===== src/sv/spq_pkg.sv =====
// Package for the stable priority queue: field widths, status and operation codes,
// and the entry and control structs that the cells and the top level share.
// No dependencies.
package spq_pkg;

    localparam int VALUE_W     = 32;
    localparam int PRIO_W      = 16;
    localparam int STATUS_W    = 2;
    localparam int OCC_W       = 5;
    localparam int CAPACITY_DEF = 16;

    // Input channel layout: value in the low bits, priority above it.
    localparam int S_TDATA_W = 48;
    // Result channel layout: value, status, occupancy, padded to whole bytes.
    localparam int M_TDATA_W = 40;

    // Operation carried in tuser of the input channel.
    localparam logic OP_INSERT = 1'b0;
    localparam logic OP_REMOVE = 1'b1;

    // Result status codes.
    localparam logic [STATUS_W-1:0] ST_DONE  = 2'd0;
    localparam logic [STATUS_W-1:0] ST_EMPTY = 2'd1;
    localparam logic [STATUS_W-1:0] ST_FULL  = 2'd2;

    // Value returned by a remove on an empty queue.
    localparam logic [VALUE_W-1:0] EMPTY_VALUE = '1;

    typedef struct packed {
        logic [VALUE_W-1:0] value;
        logic [PRIO_W-1:0]  prio;
    } entry_t;

    // Broadcast from the top level to every cell in the row.
    typedef struct packed {
        logic   insert;
        logic   remove;
        entry_t entry;
    } ctrl_t;

endpackage


===== src/sv/spq_cell.sv =====
// One slot of the sorted row: holds an entry and shifts it toward or away from
// the head. Depends on spq_pkg for the entry and control structs.
module spq_cell (
    input  logic               aclk,
    input  spq_pkg::ctrl_t     ctrl,
    input  logic               occupied,
    input  logic               left_keep,
    input  spq_pkg::entry_t    left_entry,
    input  spq_pkg::entry_t    right_entry,
    output logic               keep,
    output spq_pkg::entry_t    entry
);

    spq_pkg::entry_t entry_reg;
    spq_pkg::entry_t entry_next;

    // The entry stays in place on an insert when it does not rank after the new one,
    // which puts equal priorities behind the entries already stored.
    assign keep = occupied && ($signed(entry_reg.prio) <= $signed(ctrl.entry.prio));

    // Take the new entry at the insertion point, shift right behind it, or
    // shift left toward the head on a remove.
    always_comb begin
        entry_next = entry_reg;
        if (ctrl.insert) begin
            if (!keep) begin
                entry_next = left_keep ? ctrl.entry : left_entry;
            end
        end else if (ctrl.remove) begin
            entry_next = right_entry;
        end
    end

    always_ff @(posedge aclk) begin
        entry_reg <= entry_next;
    end

    assign entry = entry_reg;

endmodule


===== src/sv/stable_priority_queue.sv =====
// Stable priority queue: a row of compare-and-shift cells and the handshake logic.
// Depends on spq_pkg and spq_cell.
//
// Usage:
//   The input channel (s_) carries one item per operation: tuser selects insert or
//   remove, tdata carries the value and priority of an insert. Entries leave in
//   ascending priority number; entries of equal priority leave in arrival order.
//   The result channel (m_) returns one item for every input item: the removed head
//   value or the offered value of an insert, a status code and the occupancy.
//   A remove on an empty queue returns -1 with the empty status; an insert into a
//   full queue is dropped and returns the full status.
// Timing and throughput:
//   The result appears in the cycle after the item is accepted. Every cell compares
//   its own priority with the new one in parallel and shifts in the same cycle, so
//   one item is taken per cycle for any capacity while the output register is free.
// Reset:
//   aresetn clears the entry count and the output valid; the stored entries are
//   not cleared, since no slot at or above the count is ever returned.
// Stall:
//   The result sits in one output register. A new item is accepted when that
//   register is empty or being read in the same cycle; otherwise s_tready is low.
module stable_priority_queue #(
    parameter int CAPACITY = spq_pkg::CAPACITY_DEF
) (
    input  logic                          aclk,
    input  logic                          aresetn,
    // Input channel.
    input  logic                          s_tvalid,
    output logic                          s_tready,
    // tdata: item_value [31:0], item_priority [47:32].
    input  logic [spq_pkg::S_TDATA_W-1:0] s_tdata,
    // tuser: operation (0 insert, 1 remove).
    input  logic                          s_tuser,
    // Result channel.
    output logic                          m_tvalid,
    input  logic                          m_tready,
    // tdata: result_value [31:0], status [33:32], occupancy [38:34], zero [39].
    output logic [spq_pkg::M_TDATA_W-1:0] m_tdata
);

    localparam int CNT_W = $clog2(CAPACITY + 1);

    logic [CNT_W-1:0]     count_reg;
    logic [CNT_W-1:0]     count_next;
    logic                 m_tvalid_reg;
    logic                 m_tvalid_next;
    logic [spq_pkg::M_TDATA_W-1:0] m_tdata_reg;
    logic [spq_pkg::M_TDATA_W-1:0] m_tdata_next;

    logic                 accept;
    logic                 full;
    logic                 empty;
    spq_pkg::ctrl_t       ctrl;
    spq_pkg::entry_t      in_entry;
    logic [CNT_W+spq_pkg::OCC_W-1:0] occ_wide;

    logic [CAPACITY-1:0]  keep;
    spq_pkg::entry_t      cell_entry [CAPACITY];

    assign accept   = s_tvalid && s_tready;
    assign s_tready = !m_tvalid_reg || m_tready;
    assign full     = (count_reg == CNT_W'(CAPACITY));
    assign empty    = (count_reg == '0);

    assign in_entry.value = s_tdata[spq_pkg::VALUE_W-1:0];
    assign in_entry.prio  = s_tdata[spq_pkg::VALUE_W+spq_pkg::PRIO_W-1:spq_pkg::VALUE_W];

    // Control broadcast to the row; dropped inserts and empty removes leave it alone.
    always_comb begin
        ctrl.entry  = in_entry;
        ctrl.insert = accept && (s_tuser == spq_pkg::OP_INSERT) && !full;
        ctrl.remove = accept && (s_tuser == spq_pkg::OP_REMOVE) && !empty;
    end

    // Row of cells; slot 0 is the head.
    for (genvar i = 0; i < CAPACITY; i++) begin : g_cell
        logic            occupied;
        logic            left_keep;
        spq_pkg::entry_t left_entry;
        spq_pkg::entry_t right_entry;

        assign occupied = (CNT_W'(i) < count_reg);

        if (i == 0) begin : g_head
            assign left_keep  = 1'b1;
            assign left_entry = in_entry;
        end else begin : g_body
            assign left_keep  = keep[i-1];
            assign left_entry = cell_entry[i-1];
        end

        if (i == CAPACITY - 1) begin : g_tail
            assign right_entry = cell_entry[i];
        end else begin : g_inner
            assign right_entry = cell_entry[i+1];
        end

        spq_cell u_cell (
            .aclk        (aclk),
            .ctrl        (ctrl),
            .occupied    (occupied),
            .left_keep   (left_keep),
            .left_entry  (left_entry),
            .right_entry (right_entry),
            .keep        (keep[i]),
            .entry       (cell_entry[i])
        );
    end

    // Entry count follows the operations that change the row.
    always_comb begin
        count_next = count_reg;
        if (ctrl.insert) begin
            count_next = count_reg + CNT_W'(1);
        end else if (ctrl.remove) begin
            count_next = count_reg - CNT_W'(1);
        end
    end

    assign occ_wide = {{spq_pkg::OCC_W{1'b0}}, count_next};

    // Result item, formed at the accept edge: value and status from the state before the update, occupancy after it.
    always_comb begin
        m_tvalid_next = m_tvalid_reg;
        m_tdata_next  = m_tdata_reg;
        if (m_tready) begin
            m_tvalid_next = 1'b0;
        end
        if (accept) begin
            m_tvalid_next = 1'b1;
            m_tdata_next  = '0;
            m_tdata_next[spq_pkg::VALUE_W+spq_pkg::STATUS_W+spq_pkg::OCC_W-1:
                         spq_pkg::VALUE_W+spq_pkg::STATUS_W] = occ_wide[spq_pkg::OCC_W-1:0];
            if (s_tuser == spq_pkg::OP_INSERT) begin
                m_tdata_next[spq_pkg::VALUE_W-1:0] = in_entry.value;
                m_tdata_next[spq_pkg::VALUE_W+spq_pkg::STATUS_W-1:spq_pkg::VALUE_W] =
                    full ? spq_pkg::ST_FULL : spq_pkg::ST_DONE;
            end else if (empty) begin
                m_tdata_next[spq_pkg::VALUE_W-1:0] = spq_pkg::EMPTY_VALUE;
                m_tdata_next[spq_pkg::VALUE_W+spq_pkg::STATUS_W-1:spq_pkg::VALUE_W] =
                    spq_pkg::ST_EMPTY;
            end else begin
                m_tdata_next[spq_pkg::VALUE_W-1:0] = cell_entry[0].value;
                m_tdata_next[spq_pkg::VALUE_W+spq_pkg::STATUS_W-1:spq_pkg::VALUE_W] =
                    spq_pkg::ST_DONE;
            end
        end
    end

    always_ff @(posedge aclk) begin
        if (!aresetn) begin
            count_reg    <= '0;
            m_tvalid_reg <= 1'b0;
        end else begin
            count_reg    <= count_next;
            m_tvalid_reg <= m_tvalid_next;
        end
    end

    always_ff @(posedge aclk) begin
        m_tdata_reg <= m_tdata_next;
    end

    assign m_tvalid = m_tvalid_reg;
    assign m_tdata  = m_tdata_reg;

`ifndef SYNTHESIS
    // The count never runs past the number of cells.
    a_count_range: assert property (@(posedge aclk) disable iff (!aresetn)
        count_reg <= CNT_W'(CAPACITY))
        else $error("entry count exceeds capacity");

    // The two head entries are in order whenever both are held.
    a_head_order: assert property (@(posedge aclk) disable iff (!aresetn)
        (count_reg >= CNT_W'(2)) |->
            ($signed(cell_entry[0].prio) <= $signed(cell_entry[1].prio)))
        else $error("head entries out of priority order");

    // A dropped insert leaves the count where it was.
    a_full_drop: assert property (@(posedge aclk) disable iff (!aresetn)
        (accept && (s_tuser == spq_pkg::OP_INSERT) && full) |=> $stable(count_reg))
        else $error("insert into full queue changed the count");

    // Every accepted item leaves a result behind.
    a_result_follows: assert property (@(posedge aclk) disable iff (!aresetn)
        accept |=> m_tvalid_reg)
        else $error("accepted item produced no result");
`endif

endmodule


===== config.mk =====
export PLATFORM = sky130hd
export DESIGN_NAME = stable_priority_queue
export DESIGN_NICKNAME = d
export VERILOG_FILES = /design/src/sv/spq_pkg.sv /design/src/sv/spq_cell.sv /design/src/sv/stable_priority_queue.sv
export SDC_FILE = /design/constraint.sdc
export NUM_CORES = 2
export LEC_CHECK = 0
export BUFFER_PORTS_ARGS = -buffer_cell sky130_fd_sc_hd__clkbuf_2
export CAP_MARGIN = 20
export CORE_MARGIN = 2
export CORE_UTILIZATION = 48
export DETAILED_ROUTE_END_ITERATION = 12
export SETUP_SLACK_MARGIN = 0.15
export SLEW_MARGIN = 20
export SYNTH_ARGS = -nofsm -noshare
export SYNTH_HDL_FRONTEND = slang
export SYNTH_SLANG_ARGS = --single-unit

===== constraint.sdc =====
create_clock -name aclk -period 8.65 [get_ports aclk]
set_input_delay 0.865 -clock aclk [delete_from_list [all_inputs] [get_ports aclk]]
set_output_delay 0.865 -clock aclk [all_outputs]
set_load 0.05 [all_outputs]

# Word level (Yosys, flattened, before mapping)
# Index checks and enable logic that the tools add are counted.
# classes
n_lt_le_gt_ge	32
add_sub_neg	2
n_mul	0
reduce_logical	44
n_mux	67
n_bitwise	2
n_shift	0
n_eq_ne	16
div	0
# op_table
op	n
two-way mux 48 bit	60
less-or-equal comparator 16 bit	16
less-than comparator 4 x 5 -> 1 bit (first input constant)	8
two-way mux 34 bit	1
two-way mux 33 bit	1
AND reduction 2 bit	16
!= test 2 bit (second input constant)	15
logical AND 1 bit	21
less-than comparator 3 x 5 -> 1 bit (first input constant)	4
less-than comparator 1 x 5 -> 1 bit (first input constant)	2
less-than comparator 2 x 5 -> 1 bit (first input constant)	2
two-way mux 5 bit	2
adder 5 x 1 -> 5 bit (second input constant)	1
== test 5 bit (second input constant)	1
zero test 5 bit	1
subtractor 5 x 1 -> 5 bit (second input constant)	1
nonzero test 2 bit	2
zero test 1 bit	3
two-way mux 1 bit	2
two-way mux 2 bit	1
inverter 1 bit	2
logical OR 1 bit	1
# word_totals
input_bits	53
n_memories	0
wordCells	198
latch_bits	0
regBits	813
ram_bits	0
romBits	0
output_inout_bits	42

# Logic depth before layout (Yosys ltp)
# logic_depth
word_depth	7
mapped_depth	13

# Hierarchy
# A second synthesis with hierarchy kept.
# hier_totals
cells_unflattened	4580
hier_area_um2	48343.9
# by_module_without_submodules
module	n_inst	cells_each	seq_area_each_um2	area_each_um2
spq_cell at g_cell[0].u_cell ...	10	277	1441.4	2892.8
spq_cell at g_cell[5].u_cell ...	5	271	1441.4	2855.2
spq_cell at g_cell[12].u_cell	1	276	1441.4	2900.3
stable_priority_queue	1	179	1291.2	2239.6

# Worst setup path after synthesis
# Ideal clock, no wire load.
# synth_timing
kind	input-to-reg
startpoint	input s_tdata[47] in the netlist's numbering
endpoint	register g_cell[13].u_cell.entry_reg (netlist bit g_cell[13].u_cell.entry[0]), enable pin
path_slack_ns	1.410
required_time_ns	8.130
setup_time_ns	0.520
path_stages	11
arrival_ns	6.720
path_cell_list	clkbuf_1 inv_1 ha_1 and4_1 nand4_1 nor2_1 or4_1 and3_1 clkbuf_1 clkbuf_1 o21ai_0
# synth_via
elab_chain_cells	4
# synth_lines
element	line_no	source
start: declaration	stable_priority_queue.sv:31	input logic [spq_pkg::S_TDATA_W-1:0] s_tdata,
less-or-equal comparator 16 bit	spq_cell.sv:19	assign keep = occupied && ($signed(entry_reg.prio) <= $signed(ctrl.entry.prio));
logical AND 1 bit	spq_cell.sv:19	
!= test 2 bit (no source line)	n/a	
AND reduction 2 bit (no source line)	n/a	
end signal: assignment	spq_cell.sv:35	entry_reg <= entry_next;
end: declaration	spq_cell.sv:14	spq_pkg::entry_t entry_reg;
# No other way between the ends.
# A chain may end at the register's enable or synchronous reset.

# Final worst setup path
# layout_timing
startpoint	input s_tdata[39] in the netlist's numbering
endpoint	register g_cell[9].u_cell.entry_reg (netlist bit g_cell[9].u_cell.entry[44]), enable pin
# layout_via
elab_chain_cells	4
# layout_lines
element	line_no
less-or-equal comparator 16 bit	spq_cell.sv:19
logical AND 1 bit	spq_cell.sv:19
!= test 2 bit (no source line)	n/a
AND reduction 2 bit (no source line)	n/a
end signal: assignment	spq_cell.sv:35
end: declaration	spq_cell.sv:14
# No other way between the ends.

==> out/metrics.csv <==
metric;value;unit
status;finished, final reports clean;
Synth Instances;4341;
Placer Congestion;0.970;
Max Cap Viol;0;
Seq/Total Area, Yosys;0.531;
WS Path Type;in2reg;
Placed Cells;5387;
area delta synth->final;9.94;%
Max H-tree Level;3;
Final Util;0.531;
Routed wire per std cell;29.0;µm
post-layout min period;4.92;ns
Post-synth top flop;edfxtp_1;
power per cell area;235;mW/mm²
clk root buf;clkbuf_16;
Syn. warnings;0;
HP Start;s_tvalid;
vias per std cell;6.59;
GR Overflow Total;0;
Critical path buffers and inverters;3;
core box area;0.0949;mm²
Critical Path RT;8.92;ns
pin count of the biggest net entering global routing;186;
VDD IR max;0.000158;V
Crit-path slowest cell;buf_4;
Clock transition at path regs;0.06;ns
Final WS setup;3.73;ns
synthesized area;0.0458;mm²
CP Max Fanout;48;
Chip Height;313;µm
initial core utilization;0.483;
number of global-route vias before repair;34600;
Slew @ Worst Pin;1.18;ns
initial antenna violation count;1;
Layout Skew;0.0378;ns
layout cells sized above 1;0.0999;
Fin Setup TNS;0;ns
Setup Viol. Count Final;0;
crit start category;input port;
commonest non-fill, non-tap cell in the layout;edfxtp_1;
antenna-violating nets left;0;
Critical path origin;s_tdata[39];
post_cts resized;0;
worst slack, placed;3.29;ns
Port-buffer cells;93;
first-pass GRT wire length;236000;µm
num rows;113;
fmax;0.203;GHz
syn nets;4653;
CTS tree;yes;
Max Root-Sink Buffers;3;
RSZ-0062 raised after global routing;no;
Syn Area/Cell;10.6;µm²
post-route insts no fill;5564;
leak pwr;18.3;nW
die area;0.0980;mm²
slowest stage delay, CP;0.89;ns
cts bufs inserted;92;
DR vias;36700;
Final Hold Viols;0;
Hold Buf Count CTS;0;
die width;313;µm
post-CTS setup repair buffer count;0;
Worst R2R Start;count_reg[1];
CP endpoint kind;flip-flop;
Largest register FFs;768;
worst skew pair latency;0.69;ns
slew margin rel.;0.215;
commonest cells after routing, fill and taps aside;edfxtp_1 (807), nand2_1 (755), nand3_1 (350);
CP Cell Sequence;clkbuf_2, inv_1, ha_1, nand4_1, nor4_1, o21ai_0, o211ai_1, o21bai_4, o21ai_4, buf_4;
fin. max-slew vios;0;
DRC violations left;0;
Pre-Repair DR Iteration Count;6;
post-DP HPWL;94800;µm
gr usage total;0.324;
Final period util;0.569;
Unique masters post-synth;69;
IO Pins;95;
CP top delay family;buffers and inverters;
CTS sink count;813;
hold crit path type;in2reg;
Yosys reg bits;813;
EDFF count, synth;807;
crit path DAT;5.19;ns
Final #Nets;4530;
Iteration-0 DRC Markers;4852;
WL final;162000;µm
fraction of registers with async set/reset;0;
layer usage:
layer	GRT usage	up-vias	wire length, µm
li1	-	16200	-
met2	0.503	1888	72700
met4	0.122	0	6610
met3	0.0531	322	14100
met5	0	-	0
met1	0.459	18200	68100
worst paths after layout:
path	endpoint	slack, ns	cells past startpoint
worst max register to register	g_cell[9].u_cell.entry[44]	3.93	10
worst min-delay path	m_tvalid	0.44	3
worst max-delay path	g_cell[9].u_cell.entry[44]	3.73	10
worst min register to register	g_cell[13].u_cell.entry[46]	0.55	2
Yosys cell counts (4+ instances only):
master / n / area share
a211o_1: 5 / 0.00096
a21boi_0: 5 / 0.00082
a21o_1: 43 / 0.0070
a21oi_1: 269 / 0.029
a221o_1: 49 / 0.011
a221oi_1: 4 / 0.00076
and2_1: 56 / 0.0076
and3_1: 5 / 0.00068
and4_1: 10 / 0.0019
buf_1: 15 / 0.0012
buf_2: 69 / 0.0075
buf_4: 7 / 0.0011
buf_6: 4 / 0.00098
clkbuf_1: 272 / 0.022
dfxtp_1: 6 / 0.0026
edfxtp_1: 807 / 0.53
ha_1: 259 / 0.071
inv_1: 80 / 0.0066
mux2_2: 46 / 0.011
mux2i_1: 147 / 0.032
nand2_1: 763 / 0.062
nand2b_1: 6 / 0.00082
nand3_1: 353 / 0.039
nand4_1: 43 / 0.0059
nor2_1: 224 / 0.018
nor2b_1: 27 / 0.0037
nor3_1: 58 / 0.0063
nor4_1: 12 / 0.0016
o211ai_1: 343 / 0.056
o21a_1: 12 / 0.0020
o21ai_0: 90 / 0.0098
o221a_2: 47 / 0.012
o221ai_1: 58 / 0.011
o22a_1: 32 / 0.0061
o31ai_1: 49 / 0.0080
or2_2: 4 / 0.00055
or3_1: 7 / 0.00096
or4_1: 4 / 0.00066
worst min-delay path, stage by stage:
cell	delay (ns)
clkbuf_2	0.09
inv_1	0.04
a21boi_0	0.07
cell families (layout without fill, tap and decap cells):
kind of cell,Yosys count,count (layout),share of synthesized area
AO/OA/AOI/OAI,1043,1043,0.162
XOR/XNOR,3,3,0.000573
adder cells (fa/ha/maj),259,259,0.0707
buffers and inverters,447,402,0.0397
flip-flops,813,813,0.531
multiplexers,195,195,0.0439
other,1,4,0.0000818
AND/OR/NAND/NOR,1580,1580,0.152
power breakdown:
part	internal, mW	total [mW]	switching [mW]
clock network	2.41	4.14	1.73
registers	5.03	5.40	0.367
logic	0.680	2.30	1.62
stage by stage:
stage / total power [mW] / instance area (µm²) / hold slack (ns)
after floorplan: 6.77 / 45800 / 0.514
after global placement: 7.66 / 47200 / 0.522
after detailed placement: 7.71 / 47200 / 0.531
after CTS: 11.8 / 50300 / 0.402
after global routing: 12.2 / 50400 / 0.450
final: 11.8 / 50400 / 0.443
layout make-up:
type,count,area [µm²]
fill,8450,44500
clock buffer,106,2440
tap,1265,1580
sequential,813,24400
clock inverter,66,677
multi-input combinational,3081,20000
timing repair buffer,150,1000
inverter,80,300
antenna,3,7.51
(Power assumes the default switching activity.)
